[config.mk]
export PLATFORM = sky130hd
export DESIGN_NAME = permutation_sequence_generator_top
export DESIGN_NICKNAME = d
export VERILOG_FILES = /design/src/rtl/psg_pkg.sv /design/src/rtl/psg_datapath.sv /design/src/rtl/psg_controller.sv /design/src/rtl/permutation_sequence_generator_top.sv
export SDC_FILE = /design/constraint.sdc
export NUM_CORES = 1
export LEC_CHECK = 0
export BUFFER_PORTS_ARGS = -buffer_cell sky130_fd_sc_hd__buf_2
export CAP_MARGIN = 20
export CORE_MARGIN = 2
export CORE_UTILIZATION = 46
export DETAILED_ROUTE_END_ITERATION = 8
export GPL_TIMING_DRIVEN = 0
export PLACE_DENSITY = 0.72
export SLEW_MARGIN = 25
export SYNTH_ARGS = -nofsm -noshare
export SYNTH_HDL_FRONTEND = slang
export SYNTH_SLANG_ARGS = --single-unit
[constraint.sdc]
create_clock -name clk -period 14 [get_ports clk]
set_clock_uncertainty 0.2 [all_clocks]
set_input_delay 2.8 -clock clk [delete_from_list [all_inputs] [get_ports clk]]
set_output_delay 2.8 -clock clk [all_outputs]
set_load 0.02 [all_outputs]
[src/rtl/psg_pkg.sv]
// ----------------------------------------------------------------------------
// psg_pkg
// Shared widths, register codes and controller/datapath interface types for
// the permutation sequence generator.
// ----------------------------------------------------------------------------
`default_nettype none

package psg_pkg;

    // element value width, packed arrangement width, index width
    localparam int VAL_W   = 4;
    localparam int PACK_W  = 48;
    localparam int INDEX_W = 29;
    localparam int SIZE_W  = 4;

    // register map: register index is paddr[2]
    localparam logic [0:0] REG_SET_SIZE = 1'b0;
    localparam logic [SIZE_W-1:0] SET_SIZE_RESET = 4'd4;

    // commands from the controller to the datapath
    typedef struct packed {
        logic clear;       // back to the identity and the first index
        logic walk_start;  // point the walk at the deepest level
        logic rd;          // read the two swap positions
        logic rd_next;     // with rd: take the next choice at this level
        logic wr_a;        // write the first half of a swap
        logic wr_b;        // write the second half of a swap
        logic step_up;     // move the walk one level up
        logic bump;        // advance the permutation index
        logic load_out;    // capture the current arrangement as a result
    } dp_cmd_t;

    // status from the datapath to the controller
    typedef struct packed {
        logic fits;    // the next choice at this level is still in range
        logic at_top;  // the walk is at level zero
        logic last;    // the current arrangement is the final one
    } dp_stat_t;

endpackage

`default_nettype wire

[src/rtl/psg_datapath.sv]
// ----------------------------------------------------------------------------
// psg_datapath
// Arrangement memory, per-level choice stack, walk pointer, index counter and
// the result registers. Every step is ordered by the controller.
// ----------------------------------------------------------------------------
`default_nettype none

module psg_datapath
    import psg_pkg::*;
#(
    parameter int MAX_SIZE = 12
)
(
    input  wire logic                clk,
    input  wire logic                rst_n,
    input  wire logic [SIZE_W-1:0]   set_size,
    input  wire dp_cmd_t             cmd,
    output dp_stat_t                 stat,
    output logic      [PACK_W-1:0]   perm_packed,
    output logic      [INDEX_W-1:0]  perm_index,
    output logic                     last_of_run
);

    localparam int IDX_W = (MAX_SIZE > 1) ? $clog2(MAX_SIZE) : 1;
    localparam int N_W   = $clog2(MAX_SIZE + 1);

    logic [N_W-1:0]     size_eff;
    logic [N_W-1:0]     size_m1;
    logic [IDX_W-1:0]   depth_reg;
    logic [IDX_W-1:0]   choice_reg [MAX_SIZE];
    logic [MAX_SIZE-1:0] valid_reg;
    logic [VAL_W-1:0]   mem [MAX_SIZE];
    logic [PACK_W-1:0]  mirror_reg;
    logic [PACK_W-1:0]  ident_packed;
    logic [PACK_W-1:0]  masked_packed;
    logic [INDEX_W-1:0] count_reg;
    logic [IDX_W-1:0]   addr_a_reg;
    logic [IDX_W-1:0]   addr_b_reg;
    logic [VAL_W-1:0]   raw_a_reg;
    logic [VAL_W-1:0]   raw_b_reg;
    logic               vld_a_reg;
    logic               vld_b_reg;
    logic [VAL_W-1:0]   data_a;
    logic [VAL_W-1:0]   data_b;
    logic [IDX_W-1:0]   cur_choice;
    logic [N_W-1:0]     next_choice_w;
    logic [IDX_W-1:0]   rd_addr_b;
    logic               wr_en;
    logic [IDX_W-1:0]   wr_addr;
    logic [VAL_W-1:0]   wr_data;
    logic               last;
    logic [PACK_W-1:0]  perm_packed_reg;
    logic [INDEX_W-1:0] perm_index_reg;
    logic               last_of_run_reg;

    // element count, clipped to the largest supported set
    always_comb
    begin
        if (set_size > SIZE_W'(MAX_SIZE))
            size_eff = N_W'(MAX_SIZE);
        else
            size_eff = N_W'(set_size);
    end

    assign size_m1 = size_eff - N_W'(1);

    // identity order, one value per position
    always_comb
    begin
        ident_packed = '0;
        for (int i = 0; i < MAX_SIZE; i++)
            ident_packed[VAL_W*i +: VAL_W] = VAL_W'(i + 1);
    end

    // choice at the current level and the one after it
    assign cur_choice    = choice_reg[depth_reg];
    assign next_choice_w = N_W'(cur_choice) + N_W'(1);
    assign rd_addr_b     = cmd.rd_next ? next_choice_w[IDX_W-1:0] : cur_choice;

    // swap write port: first beat writes position a with b, second writes b with a
    assign wr_en   = cmd.wr_a | cmd.wr_b;
    assign wr_addr = cmd.wr_a ? addr_a_reg : addr_b_reg;
    assign wr_data = cmd.wr_a ? data_b : data_a;

    // entries never written since the last clear hold the identity
    assign data_a = vld_a_reg ? raw_a_reg : VAL_W'(addr_a_reg) + VAL_W'(1);
    assign data_b = vld_b_reg ? raw_b_reg : VAL_W'(addr_b_reg) + VAL_W'(1);

    // arrangement memory, one write and two registered reads
    // a read during the second write of an undo only meets that write when the
    // swap was a no-op, so the old contents equal the new ones
    always_ff @(posedge clk)
    begin
        if (wr_en)
            mem[wr_addr] <= wr_data;
        if (cmd.rd)
        begin
            raw_a_reg  <= mem[depth_reg];
            raw_b_reg  <= mem[rd_addr_b];
            vld_a_reg  <= valid_reg[depth_reg];
            vld_b_reg  <= valid_reg[rd_addr_b];
            addr_a_reg <= depth_reg;
            addr_b_reg <= rd_addr_b;
        end
    end

    // valid bits and the packed copy of the arrangement
    always_ff @(posedge clk or negedge rst_n)
    begin
        if (!rst_n)
        begin
            valid_reg  <= '0;
            mirror_reg <= ident_packed;
        end
        else if (cmd.clear)
        begin
            valid_reg  <= '0;
            mirror_reg <= ident_packed;
        end
        else if (wr_en)
        begin
            valid_reg[wr_addr] <= 1'b1;
            for (int i = 0; i < MAX_SIZE; i++)
            begin
                if (wr_addr == IDX_W'(i))
                    mirror_reg[VAL_W*i +: VAL_W] <= wr_data;
            end
        end
    end

    // choice stack, walk pointer and index counter
    always_ff @(posedge clk or negedge rst_n)
    begin
        if (!rst_n)
        begin
            for (int e = 0; e < MAX_SIZE; e++)
                choice_reg[e] <= IDX_W'(e);
            depth_reg <= '0;
            count_reg <= '0;
        end
        else if (cmd.clear)
        begin
            for (int e = 0; e < MAX_SIZE; e++)
                choice_reg[e] <= IDX_W'(e);
            depth_reg <= '0;
            count_reg <= '0;
        end
        else
        begin
            if (cmd.walk_start)
                depth_reg <= size_m1[IDX_W-1:0];
            else if (cmd.step_up)
                depth_reg <= depth_reg - IDX_W'(1);
            if (cmd.rd_next)
            begin
                for (int e = 0; e < MAX_SIZE; e++)
                begin
                    if (IDX_W'(e) == depth_reg)
                        choice_reg[e] <= next_choice_w[IDX_W-1:0];
                    else if (IDX_W'(e) > depth_reg)
                        choice_reg[e] <= IDX_W'(e);
                end
            end
            if (cmd.bump)
                count_reg <= count_reg + INDEX_W'(1);
        end
    end

    // final arrangement: every level sits on its last choice
    always_comb
    begin
        last = 1'b1;
        for (int d = 0; d < MAX_SIZE; d++)
        begin
            if ((N_W'(d) < size_eff) && (N_W'(choice_reg[d]) != size_m1))
                last = 1'b0;
        end
    end

    // positions beyond the set read as zero
    always_comb
    begin
        masked_packed = '0;
        for (int i = 0; i < MAX_SIZE; i++)
        begin
            if (N_W'(i) < size_eff)
                masked_packed[VAL_W*i +: VAL_W] = mirror_reg[VAL_W*i +: VAL_W];
        end
    end

    // result registers
    always_ff @(posedge clk)
    begin
        if (cmd.load_out)
        begin
            perm_packed_reg <= masked_packed;
            perm_index_reg  <= count_reg;
            last_of_run_reg <= last;
        end
    end

    assign stat.fits   = (next_choice_w < size_eff);
    assign stat.at_top = (depth_reg == '0);
    assign stat.last   = last;

    assign perm_packed = perm_packed_reg;
    assign perm_index  = perm_index_reg;
    assign last_of_run = last_of_run_reg;

endmodule

`default_nettype wire

[src/rtl/psg_controller.sv]
// ----------------------------------------------------------------------------
// psg_controller
// State machine that takes request beats, walks the choice levels through
// the datapath and hands results to the response register.
// ----------------------------------------------------------------------------
`default_nettype none

module psg_controller
    import psg_pkg::*;
(
    input  wire logic     clk,
    input  wire logic     rst_n,
    input  wire logic     req_valid,
    input  wire logic     restart,
    output logic          req_stall,
    output logic          rsp_valid,
    input  wire logic     rsp_stall,
    input  wire logic     cfg_wr,
    input  wire dp_stat_t stat,
    output dp_cmd_t       cmd
);

    typedef enum logic [6:0] {
        ST_IDLE   = 7'b0000001,
        ST_READ   = 7'b0000010,
        ST_UNDO_A = 7'b0000100,
        ST_UNDO_B = 7'b0001000,
        ST_SWAP_A = 7'b0010000,
        ST_SWAP_B = 7'b0100000,
        ST_EMIT   = 7'b1000000
    } state_t;

    state_t state_reg;
    state_t state_next;
    logic   started_reg;
    logic   started_next;
    logic   rsp_valid_reg;
    logic   rsp_valid_next;

    // next state and datapath commands
    always_comb
    begin
        cmd            = '0;
        state_next     = state_reg;
        started_next   = started_reg;
        rsp_valid_next = rsp_valid_reg & rsp_stall;
        case (state_reg)
            ST_IDLE:
            begin
                if (cfg_wr)
                begin
                    cmd.clear    = 1'b1;
                    started_next = 1'b0;
                end
                else if (req_valid)
                begin
                    if (restart || !started_reg)
                    begin
                        cmd.clear    = 1'b1;
                        started_next = 1'b1;
                        state_next   = ST_EMIT;
                    end
                    else if (stat.last)
                    begin
                        cmd.clear  = 1'b1;
                        state_next = ST_EMIT;
                    end
                    else
                    begin
                        cmd.walk_start = 1'b1;
                        state_next     = ST_READ;
                    end
                end
            end
            ST_READ:
            begin
                cmd.rd     = 1'b1;
                state_next = ST_UNDO_A;
            end
            ST_UNDO_A:
            begin
                cmd.wr_a   = 1'b1;
                state_next = ST_UNDO_B;
            end
            ST_UNDO_B:
            begin
                cmd.wr_b = 1'b1;
                if (stat.fits)
                begin
                    cmd.rd      = 1'b1;
                    cmd.rd_next = 1'b1;
                    cmd.bump    = 1'b1;
                    state_next  = ST_SWAP_A;
                end
                else if (stat.at_top)
                begin
                    cmd.clear  = 1'b1;
                    state_next = ST_EMIT;
                end
                else
                begin
                    cmd.step_up = 1'b1;
                    state_next  = ST_READ;
                end
            end
            ST_SWAP_A:
            begin
                cmd.wr_a   = 1'b1;
                state_next = ST_SWAP_B;
            end
            ST_SWAP_B:
            begin
                cmd.wr_b   = 1'b1;
                state_next = ST_EMIT;
            end
            ST_EMIT:
            begin
                if (!rsp_valid_reg || !rsp_stall)
                begin
                    cmd.load_out   = 1'b1;
                    rsp_valid_next = 1'b1;
                    state_next     = ST_IDLE;
                end
            end
            default:
            begin
                state_next = ST_IDLE;
            end
        endcase
    end

    // control registers
    always_ff @(posedge clk or negedge rst_n)
    begin
        if (!rst_n)
        begin
            state_reg     <= ST_IDLE;
            started_reg   <= 1'b0;
            rsp_valid_reg <= 1'b0;
        end
        else
        begin
            state_reg     <= state_next;
            started_reg   <= started_next;
            rsp_valid_reg <= rsp_valid_next;
        end
    end

    assign req_stall = (state_reg != ST_IDLE) | cfg_wr;
    assign rsp_valid = rsp_valid_reg;

endmodule

`default_nettype wire

[src/rtl/permutation_sequence_generator_top.sv]
// ----------------------------------------------------------------------------
// permutation_sequence_generator_top
// Lists the permutations of 1..n in recursive swap-and-restore order, one
// per request beat, with a running index and a last flag.
// ----------------------------------------------------------------------------
// Usage:
//   Request channel (req_valid/req_stall) carries restart: 1 answers with the
//   identity at index zero, 0 asks for the next permutation. Each request
//   beat yields exactly one response beat on rsp_valid/rsp_stall carrying
//   perm_packed (position i in bits 4i+3..4i), perm_index and last_of_run.
//   set_size is written over the APB port at address 0 and restarts the run.
// Operation:
//   A next-permutation request unwinds the choice levels from the deepest
//   one up; each level costs a read and then two swap writes in the
//   single-write arrangement memory, and the new choice is swapped in
//   with two more writes before the emit step. First, restart and wrap
//   requests go straight to the emit step. One request is worked at a
//   time; the next is taken as soon as the result sits in the response
//   register, even if that register is stalled.
// Reset:
//   set_size returns to 4 and the next request answers with the identity.
//   A stalled response holds its beat; the block then waits in its emit
//   step before overwriting it.
// ----------------------------------------------------------------------------
`default_nettype none

module permutation_sequence_generator_top
    import psg_pkg::*;
#(
    parameter int MAX_SIZE = 12
)
(
    input  wire logic               clk,
    input  wire logic               rst_n,
    input  wire logic               psel,
    input  wire logic               penable,
    input  wire logic               pwrite,
    input  wire logic [2:0]         paddr,
    input  wire logic [31:0]        pwdata,
    output logic      [31:0]        prdata,
    output logic                    pready,
    input  wire logic               req_valid,
    output logic                    req_stall,
    input  wire logic               restart,
    output logic                    rsp_valid,
    input  wire logic               rsp_stall,
    output logic      [PACK_W-1:0]  perm_packed,
    output logic      [INDEX_W-1:0] perm_index,
    output logic                    last_of_run
);

    logic [SIZE_W-1:0] set_size_reg;
    logic              cfg_wr;
    dp_cmd_t           cmd;
    dp_stat_t          stat;

    // configuration register
    assign pready = 1'b1;
    assign cfg_wr = psel & penable & pwrite & (paddr[2:2] == REG_SET_SIZE);

    always_ff @(posedge clk or negedge rst_n)
    begin
        if (!rst_n)
            set_size_reg <= SET_SIZE_RESET;
        else if (cfg_wr)
            set_size_reg <= pwdata[SIZE_W-1:0];
    end

    always_comb
    begin
        prdata = '0;
        if (paddr[2:2] == REG_SET_SIZE)
            prdata[SIZE_W-1:0] = set_size_reg;
    end

    // control
    psg_controller u_ctrl (
        .clk       (clk),
        .rst_n     (rst_n),
        .req_valid (req_valid),
        .restart   (restart),
        .req_stall (req_stall),
        .rsp_valid (rsp_valid),
        .rsp_stall (rsp_stall),
        .cfg_wr    (cfg_wr),
        .stat      (stat),
        .cmd       (cmd)
    );

    // datapath
    psg_datapath #(
        .MAX_SIZE (MAX_SIZE)
    ) u_dp (
        .clk         (clk),
        .rst_n       (rst_n),
        .set_size    (set_size_reg),
        .cmd         (cmd),
        .stat        (stat),
        .perm_packed (perm_packed),
        .perm_index  (perm_index),
        .last_of_run (last_of_run)
    );

    // a taken request always makes the block go busy in the cycle after
    assert property (@(posedge clk) disable iff (!rst_n)
        (req_valid && !req_stall) |=> req_stall)
        else $error("request taken without the block going busy");

    // a waiting response is never overwritten
    assert property (@(posedge clk) disable iff (!rst_n)
        (rsp_valid && rsp_stall) |-> !cmd.load_out)
        else $error("stalled response overwritten");

    // an empty set always answers with the empty arrangement at index zero
    assert property (@(posedge clk) disable iff (!rst_n)
        (rsp_valid && (set_size_reg == '0))
            |-> (perm_packed == '0) && (perm_index == '0) && last_of_run)
        else $error("empty set gave a non-empty answer");

endmodule

`default_nettype wire

==> results.md <==
* Critical path class: register to register
* Sw frac at 36.2%
* Post-synthesis async set-or-reset flop share at about 52%
* Dpl ws at slightly above 7000 ps
* Placed insts at roughly 1,800
* Fin. max-slew vios at 0
* #FFs+latches synth at 298
* Post-DP HPWL at 27.2 mm
* Die width at between 150 and 200 µm
* Area after DPL at 15,900 µm²
* IO Port Bufs at 96
* Worst path buffer plus inverter count at 6
* Tcrit/Tclk final at 49.2%
* Crit path depth at 20
* CP peak stage delay at 630 ps
* Fin cells at 1,856
* Seq pwr share at between 30 and 40%
* Actual slew at the worst max-slew pin at 1050 ps
* Worst EP arrival at 6980 ps
* Crit path max fanout at 10
* Yosys warnings at 0
* Drt total wl at between 30 and 40 mm
* Initial core utilization at 46.6%
* # rows at 65
* Critical path's slowest cell: clkbuf_1
* Worst rel slew slack at 30.0%
* Reg2reg start: u_dp.depth_reg[0]
* Clock share of power at 29.7%
* Via/cell ratio at between 5 and 6
* DRT Pass-1 Iters at 9
* Syn Inst Count at 1,269
* Reg area at 8230 µm²
* HP Class: register to register
* Layout cells sized above 1 at 22.5%
* Largest net degree at the start of global routing at 80
* Fin. Hold Viols at 0
* Crit path from: u_dp.depth_reg[0]
* Pwr dens at ~170 nW/µm²
* # setup viols final at 0
* Post-synth EDFFs at roughly 140
* CTS H-Tree Depth at 1
* CP endpoint kind: register
* Hold buffer count at CTS at 0
* # Post-CTS Setup Buffers at 0
* Clk root buf: clkbuf_16
* RSZ-0062 raised after global routing: no
* Setup crit start kind: register
* Via count at around 10,000
* Power Internal at approximately 1.8 mW
* R2r endpoint: u_dp.raw_b_reg[1]
* I/O pin count at 156
* Nets at 1,484
* Switching power at 1.02 mW
* Clk_lat worst skew at 570 ps
* Combinational power share at between 30% and 40%
* Max-capacitance violation count at 0
* Die Area at 33,300 µm²
* Status: completed
* Post-route setup slack at 7110 ps
* DRT iter0 DRCs at 1,083
* Vias in the first global route at 10,200
* Worst-path clk slew at 60 ps
* GRT Util Overall at 23.4%
* Multi-input gate area at ~5800 µm²
* First-pass GRT wire length at ~60 mm
* Crit path to: u_dp.raw_b_reg[1]
* CTS tree: built
* Core box area at around 31,000 µm²
* Clock buffer depth at 3
* Post-synth cell types at 75
* Mean Syn Cell Area at roughly 12 µm²
* Antenna Nets Post-Route at 0
* CP cell instances: buf_6 > mux4_2 > a22oi_2 > o21a_1 > buf_6 > inv_4 > clkbuf_1 > ha_1 > xor2_1 > clkbuf_1 > ha_1 > a21o_1 > a21oi_1 > nand3_1 > a21oi_1 > nand2_1 > xor2_2 > inv_1 > a211oi_1 > o31ai_1
* Num CTS Buffers at 30
* Worst R2R Path Depth at 20
* Sink Count at 298
* Initial antenna violation count at 0
* Area growth, synth to finish at 15.7%
* Post-synthesis sequential area ratio at 56.2%
* Remaining Overflow, GRT at 0
* Top_reg_cell synth: edfxtp_1
* Final Wtd Congestion at 0.938
* Maximum VDD drop at 0.000116 V
* Max Fclk at 0.145 GHz
* Routed length per instance at ~21 µm
* Die H at 183 µm
* WP data required at 14,090 ps
* FILL cells at about 2,700
* DRC viols at 0
* Tmin final at 6890 ps
* Setup TNS at 0 ps
* Finished Cell Area at 17,000 µm²
* Hold WS at 262 ps
* R2r setup slk at 7110 ps
* Post-Syn Area at 14,700 µm²
* Family with the most delay on the worst path: compound AO/OA/AOI/OAI gates
* Leakage at around 7 nW
* Post-CTS sizing at 0
area by class of cell:
type	instances	share of cell area [%]
flip-flops and latches	298	48.6
multi-input cells	869	34.3
clock buffers	32	4.53
plain buffers	102	3.74
repair buffers	101	3.70
well taps	402	2.97
clock inverters	24	1.56
inverters	27	0.612
diodes	1	0.0148
how the worst min path moves through the flow:
stage | startpoint | to | slack (ps) | cells past startpoint
5_1_grt | u_dp.depth_reg[3] | u_dp.addr_a_reg[3] | 290 | 0
3_3_place_gp | u_dp.depth_reg[3] | u_dp.addr_a_reg[3] | 250 | 0
6_report | u_dp.depth_reg[3] | u_dp.addr_a_reg[3] | 260 | 0
4_1_cts | u_dp.depth_reg[3] | u_dp.addr_a_reg[3] | 260 | 0
3_5_place_dp | u_dp.depth_reg[3] | u_dp.addr_a_reg[3] | 240 | 0
2_1_floorplan | u_dp.depth_reg[3] | u_dp.addr_a_reg[3] | 220 | 0
cell families (layout without fill, tap and decap cells):
family	after synthesis	after routing	share of synthesized area (%)
AOI/OAI and AO/OA	171	171	7.61
xor gates and xnor gates	84	84	5.17
adders and majority gates	12	12	1.02
buffers and inverters	129	286	5.03
DFF	298	298	56.2
muxes	112	112	9.93
other	2	30	0.0512
and+or+nand+nor	461	461	15.0
Yosys cell counts, types with 22 or more instances:
library cell  instances  area share [%]
nor2_1              146             3.7
edfxtp_1            144              29
nand2_1             118             3.0
dfrtp_1             110              19
mux2i_1              72             4.9
a21oi_1              49             1.7
nand3_1              45             1.5
dfstp_2              44             7.9
xnor2_1              41             2.4
xor2_1               40             2.4
buf_4                39             2.0
nor2b_1              36             1.5
clkbuf_1             34            0.87
o21ai_0              28            0.96
mux4_2               25             3.8
inv_1                22            0.56
placed cells by master, fill, tap and decap left out, types with 14 or more instances in the layout:
master,n
clkbuf_1,34
nand3_1,45
nand2b_1,15
nor2b_1,36
inv_1,22
a211oi_1,14
nand4_1,14
and2_1,19
dfrtp_1,110
xor2_1,40
nand2_1,118
clkbuf_16,30
a21oi_1,48
mux2i_1,72
xnor2_1,41
mux4_2,25
nor2_1,140
buf_4,39
conb_1,29
and3_1,15
buf_2,111
dfstp_2,44
edfxtp_1,144
nor3_1,20
o21ai_0,28
per-layer routing:
| metal | up-vias | GRT usage, % | wire, µm |
|---|---|---|---|
| met5 | - | 0 | 0 |
| met4 | 0 | 6.35 | 898 |
| met3 | 79 | 4.63 | 3350 |
| met2 | 486 | 37.3 | 17900 |
| met1 | 5147 | 32.7 | 16700 |
| li1 | 4756 | - | - |
stage by stage:
stage,power [mW],util [%]
6_report,2.81,53.9
3_5_place_dp,1.96,50.6
2_1_floorplan,1.67,-
5_1_grt,2.92,53.9
3_3_place_gp,1.95,50.0
4_1_cts,2.80,53.8
power by group through the flow:
| stage | logic (mW) | clock network (mW) | registers, mW |
|---|---|---|---|
| 3_3_place_gp | 0.920 | 0 | 1.03 |
| 3_5_place_dp | 0.938 | 0 | 1.03 |
| 6_report | 0.964 | 0.836 | 1.01 |
| 2_1_floorplan | 0.625 | 0 | 1.04 |
| 4_1_cts | 0.943 | 0.851 | 1.01 |
| 5_1_grt | 1.02 | 0.884 | 1.01 |
No activity file was read; power rests on OpenSTA's default activity.
